===== src/sv/cstrd_pkg.sv =====
// Shared constants and types for the statement reader.
// No dependencies; compile before every other file of the block.
`default_nettype none

package cstrd_pkg;

	// Statement length bound and the counter width that follows from it
	localparam int MAX_STMT = 256;
	localparam int CNT_W    = $clog2(MAX_STMT);
	localparam logic [CNT_W-1:0] STMT_LIMIT = CNT_W'(MAX_STMT - 1);

	// Result queue depth
	localparam int QDEPTH = 4;
	localparam int QPTR_W = $clog2(QDEPTH);

	typedef logic [2:0] status_t;

	localparam status_t ST_OK      = 3'd0;
	localparam status_t ST_CLEAN   = 3'd1;
	localparam status_t ST_UNEXP   = 3'd2;
	localparam status_t ST_LONG    = 3'd3;
	localparam status_t ST_NL_STR  = 3'd4;

	localparam logic KIND_CHAR = 1'b0;
	localparam logic KIND_END  = 1'b1;

	localparam logic [7:0] CH_SPACE = 8'h20;

	// One queued result: a character or an end beat, optionally preceded by a held space
	typedef struct packed {
		logic        kind;
		logic [7:0]  chr;
		status_t     status;
		logic [31:0] phys;
		logic [31:0] logical;
		logic        space;
	} res_entry_t;

endpackage

`default_nettype wire


===== src/sv/cstrd_in_if.sv =====
// Input channel of the statement reader: one source byte or end-of-file mark per beat.
// Depends on cstrd_pkg.
`default_nettype none

interface cstrd_in_if;
	import cstrd_pkg::*;

	logic       valid;
	logic       ready;
	logic [7:0] in_byte;
	logic       end_of_file;

	modport source (output valid, output in_byte, output end_of_file, input ready);
	modport sink   (input valid, input in_byte, input end_of_file, output ready);
endinterface

`default_nettype wire


===== src/sv/cstrd_out_if.sv =====
// Result channel of the statement reader: one character or statement end per beat.
// Depends on cstrd_pkg.
`default_nettype none

interface cstrd_out_if;
	import cstrd_pkg::*;

	logic               valid;
	logic               ready;
	logic               out_kind;
	logic [7:0]         out_char;
	status_t            end_status;
	logic [31:0]        phys_line;
	logic signed [31:0] logical_line;
	logic               out_last;

	modport source (output valid, output out_kind, output out_char, output end_status,
		output phys_line, output logical_line, output out_last, input ready);
	modport sink   (input valid, input out_kind, input out_char, input end_status,
		input phys_line, input logical_line, input out_last, output ready);
endinterface

`default_nettype wire


===== src/sv/config_statement_reader.sv =====
// Statement reader: turns a source byte stream into normalised ';'-terminated statements.
// Depends on cstrd_pkg, cstrd_in_if and cstrd_out_if.
//
// Usage
//   in_ch  : one beat per source byte (in_byte) or end-of-file mark (end_of_file = 1).
//   out_ch : result beats. out_kind 0 carries one statement character in out_char;
//            out_kind 1 closes the statement with end_status and the line counters.
//            out_last marks the final result beat caused by one input beat; an input
//            beat may cause no result, one, or two (a held space, then a character).
//   Order:   an input beat is registered on acceptance and its results are written
//            to a four-entry result queue on the next edge; out_ch shows the queue
//            head directly.
//   Throughput: one input beat per cycle while in_ch.ready is high. An item that releases
//            a held space takes two output beats, so the output side sets the rate then.
//   Stall: when the receiver holds ready low the queue fills; in_ch.ready drops
//            while the queue plus the item in flight leave no free entry, and
//            rises again once the head entry has gone out in full (a held space
//            and the character behind it leave as one entry).
//   Reset: arst_n clears the scanner to normal mode at line start, both line
//            counters to 1, and empties the queue. After an end-of-file beat every
//            further input beat answers with a clean end until the next reset.
`default_nettype none

module config_statement_reader (
	input  logic        clk,
	input  logic        arst_n,
	cstrd_in_if.sink    in_ch,
	cstrd_out_if.source out_ch
);
	import cstrd_pkg::*;

	// Scan modes
	localparam logic [1:0] MODE_NORMAL = 2'd0;
	localparam logic [1:0] MODE_STRING = 2'd1;
	localparam logic [1:0] MODE_DIR    = 2'd2;

	// Directive parser phases: the first four match the word "line"
	localparam logic [3:0] PH_P0      = 4'd0;
	localparam logic [3:0] PH_P1      = 4'd1;
	localparam logic [3:0] PH_P2      = 4'd2;
	localparam logic [3:0] PH_P3      = 4'd3;
	localparam logic [3:0] PH_AFTER   = 4'd4;
	localparam logic [3:0] PH_SPACE   = 4'd5;
	localparam logic [3:0] PH_SIGN    = 4'd6;
	localparam logic [3:0] PH_DIGITS  = 4'd7;
	localparam logic [3:0] PH_VALID   = 4'd8;
	localparam logic [3:0] PH_INVALID = 4'd9;

	localparam logic [7:0] CH_NUL    = 8'h00;
	localparam logic [7:0] CH_NL     = 8'h0A;
	localparam logic [7:0] CH_DQUOTE = 8'h22;
	localparam logic [7:0] CH_HASH   = 8'h23;
	localparam logic [7:0] CH_SQUOTE = 8'h27;
	localparam logic [7:0] CH_PLUS   = 8'h2B;
	localparam logic [7:0] CH_MINUS  = 8'h2D;
	localparam logic [7:0] CH_ZERO   = 8'h30;
	localparam logic [7:0] CH_NINE   = 8'h39;
	localparam logic [7:0] CH_SEMI   = 8'h3B;
	localparam logic [7:0] CH_BSLASH = 8'h5C;
	localparam logic [7:0] CH_L      = 8'h6C;
	localparam logic [7:0] CH_I      = 8'h69;
	localparam logic [7:0] CH_N      = 8'h6E;
	localparam logic [7:0] CH_E      = 8'h65;

	localparam logic [31:0] VAL_CAP   = 32'h8000_0000;
	localparam logic [31:0] LINE_MAX  = 32'h7FFF_FFFF;

	function automatic logic is_ws(input logic [7:0] c);
		return (c == CH_SPACE) || (c >= 8'd9 && c <= 8'd13);
	endfunction

	function automatic logic is_digit(input logic [7:0] c);
		return (c >= CH_ZERO) && (c <= CH_NINE);
	endfunction

	// Expected letter of "line" at prefix phases one to three
	function automatic logic [7:0] line_char(input logic [3:0] ph);
		logic [7:0] r;
		case (ph)
			PH_P1:   r = CH_I;
			PH_P2:   r = CH_N;
			PH_P3:   r = CH_E;
			default: r = CH_L;
		endcase
		return r;
	endfunction

	// ---------------------------------------------------------------
	// Input register
	// ---------------------------------------------------------------
	logic       valid_s1;
	logic [7:0] byte_s1;
	logic       eof_s1;
	logic       in_fire;

	// Result queue control
	logic [QPTR_W:0]   q_count_q;
	logic [QPTR_W-1:0] q_wptr_q;
	logic [QPTR_W-1:0] q_rptr_q;
	logic              half_q;
	res_entry_t        qmem [QDEPTH];

	// Accept only while the queue can still take the item in flight plus this one
	assign in_ch.ready = ((q_count_q + (QPTR_W+1)'(valid_s1)) < (QPTR_W+1)'(QDEPTH));
	assign in_fire     = in_ch.valid && in_ch.ready;

	always_ff @(posedge clk or negedge arst_n) begin
		if (!arst_n) begin
			valid_s1 <= 1'b0;
		end else begin
			valid_s1 <= in_fire;
		end
	end

	always_ff @(posedge clk) begin
		if (in_fire) begin
			byte_s1 <= in_ch.in_byte;
			eof_s1  <= in_ch.end_of_file;
		end
	end

	// ---------------------------------------------------------------
	// Scanner state
	// ---------------------------------------------------------------
	logic [1:0]       mode_q,  mode_n;
	logic             quote_q, quote_n;
	logic             esc_q,   esc_n;
	logic             sp_q,    sp_n;
	logic             skip_q,  skip_n;
	logic             atls_q,  atls_n;
	logic [CNT_W-1:0] stmt_q,  stmt_n;
	logic [CNT_W-1:0] dcnt_q,  dcnt_n;
	logic [3:0]       dph_q,   dph_n;
	logic [31:0]      dval_q,  dval_n;
	logic             dneg_q,  dneg_n;
	logic [31:0]      phys_q,  phys_n;
	logic [31:0]      logl_q,  logl_n;
	logic             ended_q, ended_n;

	// ---------------------------------------------------------------
	// Directive parser step for the registered byte
	// ---------------------------------------------------------------
	logic [3:0]  dph_adv;
	logic [31:0] dval_adv;
	logic        dneg_adv;
	logic [7:0]  digit;
	logic [35:0] acc;

	always_comb begin
		dph_adv  = dph_q;
		dval_adv = dval_q;
		dneg_adv = dneg_q;
		digit    = byte_s1 - CH_ZERO;
		// value * 10 + digit as two shifted adds
		acc = {1'b0, dval_q, 3'b000} + {3'b000, dval_q, 1'b0} + {28'd0, digit};
		case (dph_q)
			PH_P0: begin
				if (byte_s1 == CH_L) dph_adv = PH_P1;
				else                 dph_adv = is_ws(byte_s1) ? PH_SPACE : PH_INVALID;
			end
			PH_P1, PH_P2, PH_P3: begin
				dph_adv = (byte_s1 == line_char(dph_q)) ? dph_q + 4'd1 : PH_INVALID;
			end
			PH_AFTER: begin
				dph_adv = is_ws(byte_s1) ? PH_SPACE : PH_INVALID;
			end
			PH_SPACE, PH_SIGN: begin
				if (is_digit(byte_s1)) begin
					dval_adv = {24'd0, digit};
					dph_adv  = PH_DIGITS;
				end else if (dph_q == PH_SPACE && is_ws(byte_s1)) begin
					dph_adv = PH_SPACE;
				end else if (dph_q == PH_SPACE
						&& (byte_s1 == CH_PLUS || byte_s1 == CH_MINUS)) begin
					dneg_adv = (byte_s1 == CH_MINUS);
					dph_adv  = PH_SIGN;
				end else begin
					dph_adv = PH_INVALID;
				end
			end
			PH_DIGITS: begin
				if (is_digit(byte_s1)) begin
					// saturate the magnitude at 2^31
					dval_adv = (acc > {4'd0, VAL_CAP}) ? VAL_CAP : acc[31:0];
				end else begin
					dph_adv = (is_ws(byte_s1) || byte_s1 == CH_NUL) ? PH_VALID : PH_INVALID;
				end
			end
			PH_VALID: dph_adv = PH_VALID;
			default:  dph_adv = PH_INVALID;
		endcase
	end

	// Logical line set by a well-formed directive
	logic [31:0] dir_line;
	assign dir_line = dneg_q ? (32'd0 - dval_q) : (dval_q[31] ? LINE_MAX : dval_q);

	// ---------------------------------------------------------------
	// Main scanner step
	// ---------------------------------------------------------------
	logic       do_close;
	status_t    close_st;
	logic       clr_dir;
	logic       push;
	res_entry_t entry;
	logic [CNT_W:0] dir_total;
	logic       at_limit;

	assign dir_total = {1'b0, stmt_q} + {1'b0, dcnt_q};

	always_comb begin
		mode_n  = mode_q;
		quote_n = quote_q;
		esc_n   = esc_q;
		sp_n    = sp_q;
		skip_n  = skip_q;
		atls_n  = atls_q;
		stmt_n  = stmt_q;
		dcnt_n  = dcnt_q;
		dph_n   = dph_q;
		dval_n  = dval_q;
		dneg_n  = dneg_q;
		phys_n  = phys_q;
		logl_n  = logl_q;
		ended_n = ended_q;

		do_close = 1'b0;
		close_st = ST_OK;
		clr_dir  = 1'b0;
		push     = 1'b0;
		at_limit = 1'b0;

		// results carry the counters as they stand before this step
		entry.kind    = KIND_CHAR;
		entry.chr     = byte_s1;
		entry.status  = ST_OK;
		entry.phys    = phys_q;
		entry.logical = logl_q;
		entry.space   = 1'b0;

		if (valid_s1) begin
			if (ended_q) begin
				do_close = 1'b1;
				close_st = ST_CLEAN;
			end else if (eof_s1) begin
				ended_n  = 1'b1;
				do_close = 1'b1;
				close_st = (mode_q == MODE_STRING || stmt_q != '0) ? ST_UNEXP : ST_CLEAN;
			end else begin
				case (mode_q)
					MODE_DIR: begin
						at_limit = (dir_total >= {1'b0, STMT_LIMIT});
						if (at_limit) begin
							do_close = 1'b1;
							close_st = ST_LONG;
						end else if (byte_s1 == CH_NL) begin
							phys_n  = phys_q + 32'd1;
							logl_n  = (dph_q == PH_DIGITS || dph_q == PH_VALID)
								? dir_line : logl_q + 32'd1;
							mode_n  = MODE_NORMAL;
							clr_dir = 1'b1;
						end else begin
							dcnt_n = dcnt_q + CNT_W'(1);
							dph_n  = dph_adv;
							dval_n = dval_adv;
							dneg_n = dneg_adv;
						end
					end
					MODE_STRING: begin
						at_limit = (stmt_q >= STMT_LIMIT);
						if (at_limit) begin
							do_close = 1'b1;
							close_st = ST_LONG;
						end else if (byte_s1 == CH_NL) begin
							do_close = 1'b1;
							close_st = ST_NL_STR;
						end else begin
							stmt_n = stmt_q + CNT_W'(1);
							if (byte_s1 == CH_SPACE) begin
								// release any older held space, hold this one
								push      = sp_q;
								entry.chr = CH_SPACE;
								sp_n      = 1'b1;
							end else begin
								push        = 1'b1;
								entry.space = sp_q;
								sp_n        = 1'b0;
							end
							if (esc_q) begin
								esc_n = 1'b0;
							end else if (byte_s1 == CH_BSLASH) begin
								esc_n = 1'b1;
							end else if (byte_s1 == (quote_q ? CH_SQUOTE : CH_DQUOTE)) begin
								mode_n = MODE_NORMAL;
							end
						end
					end
					default: begin
						at_limit = (stmt_q >= STMT_LIMIT);
						if (at_limit) begin
							do_close = 1'b1;
							close_st = ST_LONG;
						end else if (atls_q && byte_s1 == CH_HASH) begin
							mode_n  = MODE_DIR;
							clr_dir = 1'b1;
						end else begin
							atls_n = (byte_s1 == CH_NL);
							if (byte_s1 == CH_NL) begin
								phys_n = phys_q + 32'd1;
								logl_n = logl_q + 32'd1;
							end
							if (is_ws(byte_s1)) begin
								// collapse a whitespace run into one held space
								if (!skip_q) begin
									stmt_n = stmt_q + CNT_W'(1);
									sp_n   = 1'b1;
									skip_n = 1'b1;
								end
							end else if (byte_s1 == CH_SEMI) begin
								do_close = 1'b1;
								close_st = ST_OK;
							end else begin
								skip_n      = 1'b0;
								push        = 1'b1;
								entry.space = sp_q;
								sp_n        = 1'b0;
								stmt_n      = stmt_q + CNT_W'(1);
								if (byte_s1 == CH_DQUOTE || byte_s1 == CH_SQUOTE) begin
									quote_n = (byte_s1 == CH_SQUOTE);
									esc_n   = 1'b0;
									mode_n  = MODE_STRING;
								end
							end
						end
					end
				endcase
			end
		end

		if (do_close) begin
			// end beat; a held space is dropped
			push         = 1'b1;
			entry.kind   = KIND_END;
			entry.chr    = 8'h00;
			entry.status = close_st;
			entry.space  = 1'b0;
			mode_n       = MODE_NORMAL;
			esc_n        = 1'b0;
			sp_n         = 1'b0;
			skip_n       = 1'b1;
			stmt_n       = '0;
			clr_dir      = 1'b1;
		end

		if (clr_dir) begin
			dcnt_n = '0;
			dph_n  = PH_P0;
			dval_n = '0;
			dneg_n = 1'b0;
		end
	end

	always_ff @(posedge clk or negedge arst_n) begin
		if (!arst_n) begin
			mode_q  <= MODE_NORMAL;
			quote_q <= 1'b0;
			esc_q   <= 1'b0;
			sp_q    <= 1'b0;
			skip_q  <= 1'b1;
			atls_q  <= 1'b1;
			stmt_q  <= '0;
			dcnt_q  <= '0;
			dph_q   <= PH_P0;
			dval_q  <= '0;
			dneg_q  <= 1'b0;
			phys_q  <= 32'd1;
			logl_q  <= 32'd1;
			ended_q <= 1'b0;
		end else begin
			mode_q  <= mode_n;
			quote_q <= quote_n;
			esc_q   <= esc_n;
			sp_q    <= sp_n;
			skip_q  <= skip_n;
			atls_q  <= atls_n;
			stmt_q  <= stmt_n;
			dcnt_q  <= dcnt_n;
			dph_q   <= dph_n;
			dval_q  <= dval_n;
			dneg_q  <= dneg_n;
			phys_q  <= phys_n;
			logl_q  <= logl_n;
			ended_q <= ended_n;
		end
	end

	// ---------------------------------------------------------------
	// Result queue: at most one entry per input item, a held space goes out first
	// ---------------------------------------------------------------
	res_entry_t head;
	logic       show_space;
	logic       out_fire;
	logic       pop;
	logic       wr;

	assign wr         = valid_s1 && push;
	assign head       = qmem[q_rptr_q];
	assign show_space = head.space && !half_q;
	assign out_fire   = out_ch.valid && out_ch.ready;
	assign pop        = out_fire && !show_space;

	always_ff @(posedge clk) begin
		if (wr) begin
			qmem[q_wptr_q] <= entry;
		end
	end

	always_ff @(posedge clk or negedge arst_n) begin
		if (!arst_n) begin
			q_count_q <= '0;
			q_wptr_q  <= '0;
			q_rptr_q  <= '0;
			half_q    <= 1'b0;
		end else begin
			q_count_q <= q_count_q + (QPTR_W+1)'(wr) - (QPTR_W+1)'(pop);
			if (wr) begin
				q_wptr_q <= q_wptr_q + QPTR_W'(1);
			end
			if (pop) begin
				q_rptr_q <= q_rptr_q + QPTR_W'(1);
				half_q   <= 1'b0;
			end else if (out_fire) begin
				// held space taken, the character follows
				half_q <= 1'b1;
			end
		end
	end

	assign out_ch.valid        = (q_count_q != '0);
	assign out_ch.out_kind     = show_space ? KIND_CHAR : head.kind;
	assign out_ch.out_char     = show_space ? CH_SPACE : head.chr;
	assign out_ch.end_status   = show_space ? ST_OK : head.status;
	assign out_ch.phys_line    = head.phys;
	assign out_ch.logical_line = $signed(head.logical);
	assign out_ch.out_last     = !show_space;

endmodule

`default_nettype wire


===== src/flat_wrapper.sv =====
// flat-port wrapper written by rule: the top's interface ports become plain ports
module config_statement_reader_flat import cstrd_pkg::*;
  (clk, arst_n, in_ch_valid, in_ch_in_byte, in_ch_end_of_file, in_ch_ready, out_ch_valid, out_ch_out_kind, out_ch_out_char, out_ch_end_status, out_ch_phys_line, out_ch_logical_line, out_ch_out_last, out_ch_ready);
  cstrd_in_if in_ch_i ();
  cstrd_out_if out_ch_i ();
  input  logic clk;
  input  logic arst_n;
  input wire logic [$bits(in_ch_i.valid)-1:0] in_ch_valid;
  input wire logic [$bits(in_ch_i.in_byte)-1:0] in_ch_in_byte;
  input wire logic [$bits(in_ch_i.end_of_file)-1:0] in_ch_end_of_file;
  output wire logic [$bits(in_ch_i.ready)-1:0] in_ch_ready;
  output wire logic [$bits(out_ch_i.valid)-1:0] out_ch_valid;
  output wire logic [$bits(out_ch_i.out_kind)-1:0] out_ch_out_kind;
  output wire logic [$bits(out_ch_i.out_char)-1:0] out_ch_out_char;
  output wire logic [$bits(out_ch_i.end_status)-1:0] out_ch_end_status;
  output wire logic [$bits(out_ch_i.phys_line)-1:0] out_ch_phys_line;
  output wire logic [$bits(out_ch_i.logical_line)-1:0] out_ch_logical_line;
  output wire logic [$bits(out_ch_i.out_last)-1:0] out_ch_out_last;
  input wire logic [$bits(out_ch_i.ready)-1:0] out_ch_ready;
  assign in_ch_i.valid = in_ch_valid;
  assign in_ch_i.in_byte = in_ch_in_byte;
  assign in_ch_i.end_of_file = in_ch_end_of_file;
  assign in_ch_ready = in_ch_i.ready;
  assign out_ch_valid = out_ch_i.valid;
  assign out_ch_out_kind = out_ch_i.out_kind;
  assign out_ch_out_char = out_ch_i.out_char;
  assign out_ch_end_status = out_ch_i.end_status;
  assign out_ch_phys_line = out_ch_i.phys_line;
  assign out_ch_logical_line = out_ch_i.logical_line;
  assign out_ch_out_last = out_ch_i.out_last;
  assign out_ch_i.ready = out_ch_ready;
  config_statement_reader u_core (.clk(clk), .arst_n(arst_n), .in_ch(in_ch_i), .out_ch(out_ch_i));
endmodule

===== config.mk =====
export PLATFORM = sky130hd
export DESIGN_NAME = config_statement_reader_flat
export DESIGN_NICKNAME = d
export VERILOG_FILES = /design/src/sv/cstrd_pkg.sv /design/src/sv/cstrd_in_if.sv /design/src/sv/cstrd_out_if.sv /design/src/sv/config_statement_reader.sv /design/src/flat_wrapper.sv
export SDC_FILE = /design/constraint.sdc
export NUM_CORES = 1
export LEC_CHECK = 0
export BUFFER_PORTS_ARGS = -buffer_cell sky130_fd_sc_hd__buf_2
export CELL_PAD_IN_SITES_DETAIL_PLACEMENT = 1
export CELL_PAD_IN_SITES_GLOBAL_PLACEMENT = 1
export CORE_MARGIN = 1.5
export CORE_UTILIZATION = 52
export CTS_CLUSTER_DIAMETER = 100
export DETAILED_ROUTE_END_ITERATION = 8
export GPL_ROUTABILITY_DRIVEN = 0
export GPL_TIMING_DRIVEN = 0
export MAX_ROUTING_LAYER = met4
export PLACE_DENSITY_LB_ADDON = 0.15
export RECOVER_POWER = 50
export SLEW_MARGIN = 40
export SYNTH_ARGS = -nofsm -noshare
export SYNTH_HDL_FRONTEND = slang
export SYNTH_SLANG_ARGS = --single-unit

===== constraint.sdc =====
create_clock -name clk -period 18.29 [get_ports clk]
set_clock_uncertainty 0.05 [all_clocks]
set_input_delay 4.5725 -clock clk [delete_from_list [all_inputs] [get_ports clk]]
set_output_delay 4.5725 -clock clk [all_outputs]
set_load 0.05 [all_outputs]

# Yosys cells after proc, flatten, opt, wreduce, memory -nomap -nowiden

Memories as Yosys holds them, arrays and structs flattened.
Cells that the tools add are included.

Add/sub/neg operators: 15
Equal/unequal tests: 56
Bitwise gates (word level): 8
Reduce and logical (&&, ||, !) cells: 46
Order comparisons: 8
Mux-type cells: 195

Operators by type and width:

| cell                  | count |
|---|---|
| $mux 32               | 21 |
| $mux 8                | 27 |
| $pmux 32 s2           | 3 |
| $mux 1                | 91 |
| $add 32x1->32 const B | 2 |
| $eq 8x6->1 const B    | 7 |
| $mux 4                | 14 |
| $mux 2                | 19 |
| $add 35x33->36        | 1 |
| $add 36x8->36         | 1 |
| $gt 36x32->1 const B  | 1 |
| $sub 1x32->32 const A | 1 |
| $mux 31               | 1 |
| $reduce_and 9->1      | 3 |
| $pmux 4 s6            | 1 |
| $mux 3                | 7 |
| $ne 3x1->1 const B    | 7 |
| $ne 3x2->1 const B    | 7 |
| $reduce_and 7->1      | 3 |
| $reduce_and 10->1     | 2 |
| $add 8x1->8 const B   | 2 |
| $eq 4x3->1 const B    | 4 |
| $eq 8x7->1 const B    | 2 |
| $eq 8x8->1            | 2 |
| other kinds (46)      | 99 |

Input bits: 13
Output and inout bits: 79
Bits in writable memories: 308
Register bits: 143
Memories kept: 1
Logic and storage cells: 350

Memory list:

| name        | words | width | read ports | clocked after memory_dff | wr ports | RTL line                       | RTL |
|---|---|---|---|---|---|---|---|
| u_core.qmem | 4     | 77    | 1          | 0                        | 1        | config_statement_reader.sv:101 | `res_entry_t qmem [QDEPTH];` |

# Logic depth before layout (Yosys ltp)

Gate-level depths: netlist of the first run.

Word-level depth: 14
Gate-level depth with buffers: 17

# Worst setup path before layout of the first run

No wires, ideal clock.

Path type: register to output
From: reg u_core.q_rptr_q[0]
To: out out_ch_phys_line[10]
Slack: 11.338 ns
Cell stages (with the launch flop): 5
Buffers on the path: 3
Data arrival time: 2.330 ns
Cell sequence: dfrtp_1 > clkbuf_1 > buf_1 > buf_1 > mux4_2

Cells in the longest elaborated chain, start to end: 1

Ends and longest elaborated chain:

| element                  | RTL line                       | RTL |
|---|---|---|
| start: declaration       | config_statement_reader.sv:99  | `logic [QPTR_W-1:0] q_rptr_q;` |
| start signal: assignment | config_statement_reader.sv:430 | `q_rptr_q <= q_rptr_q + QPTR_W'(1);` |
| $mem_v2 4x77             | -                              |  |
| end: declaration         | flat_wrapper.sv:16             | `output wire logic [$bits(out_ch_i.phys_line)-1:0] out_ch_phys_line;` |

No other way between the ends.

==> key figures, run 1 <==
Outcome
  • Status: complete, but fails checks
  • Failing checks: capacitance limit, slew limit

Pwr
  • Clock network power share: 27.5%
  • Net Sw Frac: 38.3%
  • Psw: 1.38 mW
  • VDD IR max: 0.0000991 V
  • Comb pwr share: 35.9%
  • Internal power: 2.22 mW
  • P per Cell Area: 138 mW/mm^2
  • Leakage: 10.0 nW
  • Total power: 3.60 mW
  • Sequential cell fraction of total power: 36.6%

Route
  • Drt pass-1 iters: 5
  • Final Routed Wirelength: 64200 microns
  • Total number of vias: 16000
  • DRC: 0
  • Wire length per cell: 24.9 microns
  • Vias/cell: 6.19
  • Initial DRC count: 1217
  • DRT antenna net count: 0

Global routing
  • First-pass GRT wire length: 100000 microns
  • GRT Total Usage: 30.0%
  • Number of global-route vias before repair: 17000
  • Initial antenna violation count: 0
  • GR Overflow Total: 0
  • Largest net degree at the start of global routing: 60

Timing
  • RSZ-0062 raised after global routing: no
  • Final hold violations: 0
  • Actual slew at the worst max-slew pin: 3.05 ns
  • Post-route clock period utilization: 44.5%
  • Relative max-transition margin: -103%
  • Final Max Slew Viols: 130
  • Period minus WS final: 8.13 ns
  • Maximum clock rate: 123 MHz
  • # setup viols final: 0
  • Final setup TNS: 0 ns

Floorplan
  • Die H: 213 microns
  • FP Rows: 76
  • Die Area: 0.0452 sq mm
  • I/O pins: 92
  • CORE AREA: 0.0432 sq mm
  • DIE WIDTH: 213 microns
  • Initial core utilization: 52.9%

Worst setup path
  • Most used cell, CP: clkbuf_1
  • Crit path buffers/inverters: 2
  • CP peak stage delay: 2.23 ns
  • CP required: 18.26 ns
  • CP cell instances: clkbuf_1 > clkbuf_1
  • Critical path arrival: 8.10 ns
  • Crit path max fanout: 49
  • Crit-path leading delay family: buffers and inverters
  • CP endpoint kind: async pin
  • Startpoint Class: primary input
  • Crit Path Category: in2async
  • Reg-to-reg slack, setup: 12.38 ns
  • CP max-delay cell: clkbuf_1

Min path
  • Hold Path Class: reg2reg

Placed design
  • Port Buffers: 91
  • Post-DP HPWL: 44400 microns

Layout
  • Fin nets: 2073
  • Most common cell after layout, fill and taps aside: edfxtp_1
  • Layout cells sized above 1: 17.7%
  • Area delta synth->final: 13.9%
  • Fillers: 4407
  • Antenna Cells: 0
  • Leading cell types in the layout, fill and taps excluded: 317 x edfxtp_1, 132 x nand2_1, 130 x dfrtp_1, 117 x nor2_1, 116 x a21oi_1

Clocking
  • H-tree Lvls: 2
  • Clk slew on worst S/H paths: 0.06 ns
  • Worst skew pair latency: 0.60 ns
  • # resized after CTS: 0
  • Cts hold-fix bufs: 0
  • # Post-CTS Setup Buffers: 0
  • CTS Buf Count: 47
  • Clock Path Buffers: 3
  • CTS tree: done
  • Root Buffer: clkbuf_16
  • Clock Sinks: 451

Synthesis
  • Post-Synth Adder-Cell Area: 5.69%
  • Post-Synth XOR/XNOR Area: 3.49%
  • Synth cell types: 99
  • Mapped Nets: 1910
  • Sequential fraction of the synthesis area: 56.4%
  • Dominant cells by area after synthesis: edfxtp_1 42%, dfrtp_1 14%, mux4_2 7.6%
  • Synth Instances: 1798
  • Post-synth EDFFs: 317
  • Compound-cell area share of the yosys netlist: 11.6%
  • Avg Synthesized Cell Area: 12.7 sq um
  • Post-synth top area share: 41.7%
  • Ys async rst share: 29.7%
  • Post-synthesis simple-gate area fraction: 12.0%
  • Number of synthesized register bits: 451
  • Post-synthesis cell area: 0.0228 sq mm
  • Top cell type by total area after synthesis: edfxtp_1
  • Mux share of post-synthesis cell area: 8.01%
  • Largest family of logic cells by synthesized area: simple AND/OR/NAND/NOR gates
  • Synth Flop Type: edfxtp_1
  • Synth warnings: 0

Run
  • Max-cap violations: 6
## final timing paths
check | start | endpoint | depth (start not counted)
max | arst_n | u_core.half_q$_DFFE_PN0P_ | 2
min | u_core.skip_q$_DFFE_PN1P_ | u_core.skip_q$_DFFE_PN1P_ | 1
max reg2reg | u_core.dcnt_q[0]$_DFFE_PN0P_ | u_core.phys_q[11]$_DFFE_PN0P_ | 13
min reg2reg | u_core.skip_q$_DFFE_PN1P_ | u_core.skip_q$_DFFE_PN1P_ | 1
max in group clk | u_core.q_rptr_q[0]$_DFFE_PN0P_ | out_ch_out_char[3] | 6
min in group asynchronous | arst_n | u_core.dval_q[14]$_DFFE_PN0P_ | 1
## cell families (layout without fill, tap and decap cells)
logic type | Yosys count | after routing
xor+xnor | 91 | 91
mux | 86 | 86
buf+inv | 145 | 346
compound gates | 391 | 391
simple gates | 535 | 535
flops | 451 | 451
fa+ha+maj | 99 | 99
## through the flow
stage,instances,setup slack (ns),instance area [sq um],hold slack (ns),util (%)
2_1_floorplan,1798,11.34,22800,0.400,-
3_3_place_gp,2474,8.57,24000,0.415,55.6
3_5_place_dp,2497,10.77,24500,0.453,56.8
4_1_cts,2584,10.08,26100,0.474,60.5
5_1_grt,2584,9.54,26000,0.489,60.2
6_report,2584,10.16,26000,0.469,60.2
## Yosys cell counts (5+ instances only)
cell type  instances
nor2b_1           24
clkbuf_1          46
mux4_2            77
o22ai_1           19
o211ai_1          11
or3_1             21
a21oi_1          114
fa_1               8
nor4_1             9
dfrtp_1          130
o21a_1            10
and3_1            23
o21ai_1           14
a31o_2             5
o31ai_1           10
nor3_1            39
nand3_1           59
nand2_1          132
buf_1             11
nand3b_1           5
clkbuf_8           7
nor2_1           117
a32o_1            13
nand4_1           27
o22a_1            10
xor2_1            36
inv_1             64
ha_1              91
nand4b_1           6
and2_1            17
buf_2              9
xnor2_1           55
o21ai_0           72
a211oi_1           8
o21ai_2            5
mux2i_1            6
nand2b_1          12
a21o_1            10
a211o_1            5
a22oi_1            5
or2_2             10
a22o_1             9
edfxtp_1         317
nor3b_1            5
a31oi_1           14
## power by group through the flow
stage	clock network, mW	registers, mW	logic, mW
CTS	1.00	1.32	1.31
detailed placement	0	1.33	1.29
floorplan	0	1.32	0.922
finish	0.990	1.32	1.29
global placement	0	1.34	1.20
global route	1.03	1.33	1.36
## state kept, by name (all words and copies together) (netlist names), 3 cells and up
| register | count |
|---|---|
| u_core.q_count_q | 3 |
| u_core.logl_q | 32 |
| u_core.phys_q | 32 |
| u_core.qmem | 308 |
| u_core.byte_s1 | 8 |
| u_core.dval_q | 32 |
| u_core.stmt_q | 8 |
| u_core.dph_q | 4 |
| u_core.dcnt_q | 8 |
## routing by layer
metal / global-route usage, % / vias to the layer above / wire length (microns)
met2: 51.3 / 412 / 32800
met5: - / - / 0
met4: 8.54 / 0 / 1590
li1: - / 7204 / -
met3: 3.81 / 110 / 2770
met1: 37.6 / 8281 / 27000
## cell type report
type,instances,area [sq um],area share (%)
flip-flops and latches,451,12900,49.5
multi-input cells,1202,9250,35.6
clock buffers,67,1360,5.25
repair buffers,114,890,3.42
well taps,585,732,2.82
plain buffers,80,414,1.59
inverters,65,244,0.938
clock inverters,20,234,0.900
No activity file was read; power rests on OpenSTA's default activity.
==> run 2: changes to the inputs <==
--- a/config.mk
+++ b/config.mk
@@ -9,7 +9,7 @@
 export CELL_PAD_IN_SITES_DETAIL_PLACEMENT = 1
 export CELL_PAD_IN_SITES_GLOBAL_PLACEMENT = 1
 export CORE_MARGIN = 1.5
-export CORE_UTILIZATION = 52
+export CORE_UTILIZATION = 47
 export CTS_CLUSTER_DIAMETER = 100
 export DETAILED_ROUTE_END_ITERATION = 8
 export GPL_ROUTABILITY_DRIVEN = 0
==> constraint.sdc (replaced) <==
create_clock -name clk -period 6.83 [get_ports clk]
set_clock_uncertainty 0.05 [all_clocks]
set_input_delay 1.7075 -clock clk [delete_from_list [all_inputs] [get_ports clk]]
set_output_delay 1.7075 -clock clk [all_outputs]
set_load 0.05 [all_outputs]
==> run 2 against run 1 <==
Effect of this change: utilization down 5.8 points; sequential cell count unchanged; critical path depth up 11; design area up 0.15%; cell count grew 1.1%; wire length decreased by 5.9%; clock power grew to 2.6 times the previous value; sequential power rose to 2.7 times the previous value; critical path type is now reg2reg; largest power group unchanged; register-to-register slack worse by 11 ns; combinational power rose to 2.6 times the previous value; setup slack lost 8.8 ns; the flow still finishes with violations (capacitance limit, slew limit); via count down 1.8%.
==> key figures, run 2 (synthesized netlist as in run 1, its figures left out) <==
Pwr
  • Psw: 3.56 mW (+160%)
  • Internal power: 5.93 mW (+170%)
  • P per Cell Area: 364 mW/mm^2 (+160%)
  • Net Sw Frac: 37.5% (-0.83 points)
  • Comb pwr share: 36.0% (about the same)
  • Sequential cell fraction of total power: 36.9% (+0.3 points)
  • VDD IR max: 0.000199 V (+100%)
  • Leakage: 9.99 nW (-0.11%)
  • Clock network power share: 27.1% (-0.4 points)

Global routing
  • GRT Total Usage: 25.5% (-4.5 points)
  • GR Overflow Total: 0 (unchanged)
  • Met2 GRT Util: 42.9% (-8.4 points)
  • Largest net degree at the start of global routing: 69 (+15%)
  • First-pass GRT wire length: 96600 microns (-3.4%)
  • Met3 Track Usage GR: 2.29% (-1.5 points)
  • Number of global-route vias before repair: 16900 (-0.34%)
  • Gr busiest metal: met2
  • Initial antenna violation count: 0 (unchanged)
  • Met1 usage: 33.4% (-4.2 points)

Timing
  • Period minus WS final: 5.46 ns
  • Final Max Slew Viols: 73 (-44%)
  • RSZ-0062 raised after global routing: no
  • Maximum clock rate: 183 MHz
  • Actual slew at the worst max-slew pin: 3.93 ns (+0.884 ns)
  • Post-route clock period utilization: 80.0%
  • Hold_ws: 0.463 ns (-0.00608 ns)
  • Relative max-transition margin: -162% (-59 points)
  • Final hold violations: 0 (unchanged)
  • # setup viols final: 0 (unchanged)

Clocking
  • CTS tree: done
  • Root Buffer: clkbuf_16
  • Clock Sinks: 451 (unchanged)
  • CTS Buf Count: 47 (unchanged)
  • Worst skew pair latency: 0.58 ns (-0.02 ns)
  • H-tree Lvls: 2 (unchanged)
  • # resized after CTS: 0 (unchanged)
  • # Post-CTS Setup Buffers: 0 (unchanged)
  • Cts hold-fix bufs: 0 (unchanged)
  • Clk slew on worst S/H paths: 0.06 ns (about the same)
  • Clock Path Buffers: 3 (unchanged)

Route
  • Vias/cell: 6.01 (-2.9%)
  • Initial DRC count: 909 (-25%)
  • Final Routed Wirelength: 60400 microns (-5.9%)
  • Wire length per cell: 23.1 microns (-7.0%)
  • DRC: 0 (unchanged)
  • DRT antenna net count: 0 (unchanged)
  • Drt pass-1 iters: 7 (+2)
  • Total number of vias: 15700 (-1.8%)

Layout
  • Biggest register: u_core.qmem
  • Layout cells sized above 1: 17.5% (-0.19 points)
  • Design area: 0.0260 sq mm (+0.15%)
  • Area delta synth->final: 14.1%
  • Util after Layout: 54.4% (-5.8 points)
  • Leading cell types in the layout, fill and taps excluded: 317 x edfxtp_1, 132 x nand2_1, 130 x dfrtp_1, 118 x nor2_1, 115 x a21oi_1
  • Fin nets: 2072 (-0.048%)
  • Max reg flops: 308 (unchanged)
  • Most common cell after layout, fill and taps aside: edfxtp_1
  • Antenna Cells: 0 (unchanged)

Worst setup path
  • CP required: 7.24 ns (-11.02 ns)
  • Startpoint Class: flop
  • Critical path arrival: 5.87 ns (-2.23 ns)
  • CP endpoint kind: flop
  • Crit path max fanout: 10 (-80%)
  • Crit Path Category: reg2reg

Outcome
  • Failing checks: capacitance limit, slew limit
  • Status: complete, but fails checks

Floorplan
  • Die H: 223 microns (+5.1%)
  • Initial core utilization: 47.7% (-5.2 points)
  • DIE WIDTH: 223 microns (+5.1%)
  • Die Area: 0.0499 sq mm (+10%)
  • CORE AREA: 0.0478 sq mm (+11%)
  • I/O pins: 92 (unchanged)
  • FP Rows: 80 (+5.3%)

Placed design
  • Post-DP HPWL: 43500 microns (-1.9%)
  • Placed cell area: 0.0246 sq mm (+0.19%)
  • Port Buffers: 91 (unchanged)

Min path
  • Hold Path Class: reg2reg

Run
  • Max-cap violations: 2 (-4)
run 2: routing by layer:
layer	routed length, microns	vias up
met5	0	-
met4	1220	0
met3	1990	80
met2	30200	311
met1	27000	8125
li1	-	7198
run 2: cell type report:
class                           count  area [sq um]
Buffer                             80           414
Clock buffer                       68          1370
Clock inverter                     19           184
Fill cell                        4883         21800
Inverter                           65           244
Multi-Input combinational cell   1202          9280
Sequential cell                   451         12900
Tap cell                          615           769
Timing Repair Buffer              113           908
run 2: worst paths after layout:
path | from | end | slack (ns) | depth (start not counted)
max | u_core.dcnt_q[0]$_DFFE_PN0P_ | u_core.phys_q[11]$_DFFE_PN0P_ | 1.37 | 13
min | u_core.q_count_q[2]$_DFF_PN0_ | u_core.q_count_q[2]$_DFF_PN0_ | 0.46 | 1
max reg2reg | u_core.dcnt_q[0]$_DFFE_PN0P_ | u_core.phys_q[11]$_DFFE_PN0P_ | 1.37 | 13
min reg2reg | u_core.q_count_q[2]$_DFF_PN0_ | u_core.q_count_q[2]$_DFF_PN0_ | 0.46 | 1
max in group asynchronous | arst_n | u_core.dcnt_q[4]$_DFFE_PN0P_ | 1.72 | 2
min in group asynchronous | arst_n | u_core.phys_q[26]$_DFFE_PN0P_ | 0.94 | 1
run 2: worst max-delay path: stages, from the launching register on:
cell,delay [ns]
dfrtp_1,0.45
ha_1,0.21
inv_1,0.06
fa_1,0.38
nor2b_1,0.22
o2111a_1,0.25
nor3_1,0.09
a311oi_1,0.53
o31ai_1,0.35
a211oi_1,1.47
nand3_1,0.56
nor3_2,0.43
nand3_1,0.15
xnor2_1,0.14
run 2: power by group through the flow:
| stage | sequential [mW] | clock (mW) | combinational, mW |
|---|---|---|---|
| after floorplan | 3.54 | 0 | 2.47 |
| after global placement | 3.61 | 0 | 3.22 |
| after detailed placement | 3.55 | 0 | 3.45 |
| after CTS | 3.50 | 2.62 | 3.47 |
| after global routing | 3.53 | 2.70 | 3.61 |
| final | 3.50 | 2.57 | 3.41 |
run 2: metrics by stage:
step,instances,power (mW),setup WS [ns],TNS [ns]
after floorplan,1798,6.01,0.174,0
after global placement,2504,6.83,-3.09,-915.35
after detailed placement,2526,7.00,1.93,0
after CTS,2613,9.59,1.61,0
after global routing,2613,9.85,1.01,0
final,2613,9.49,1.37,0
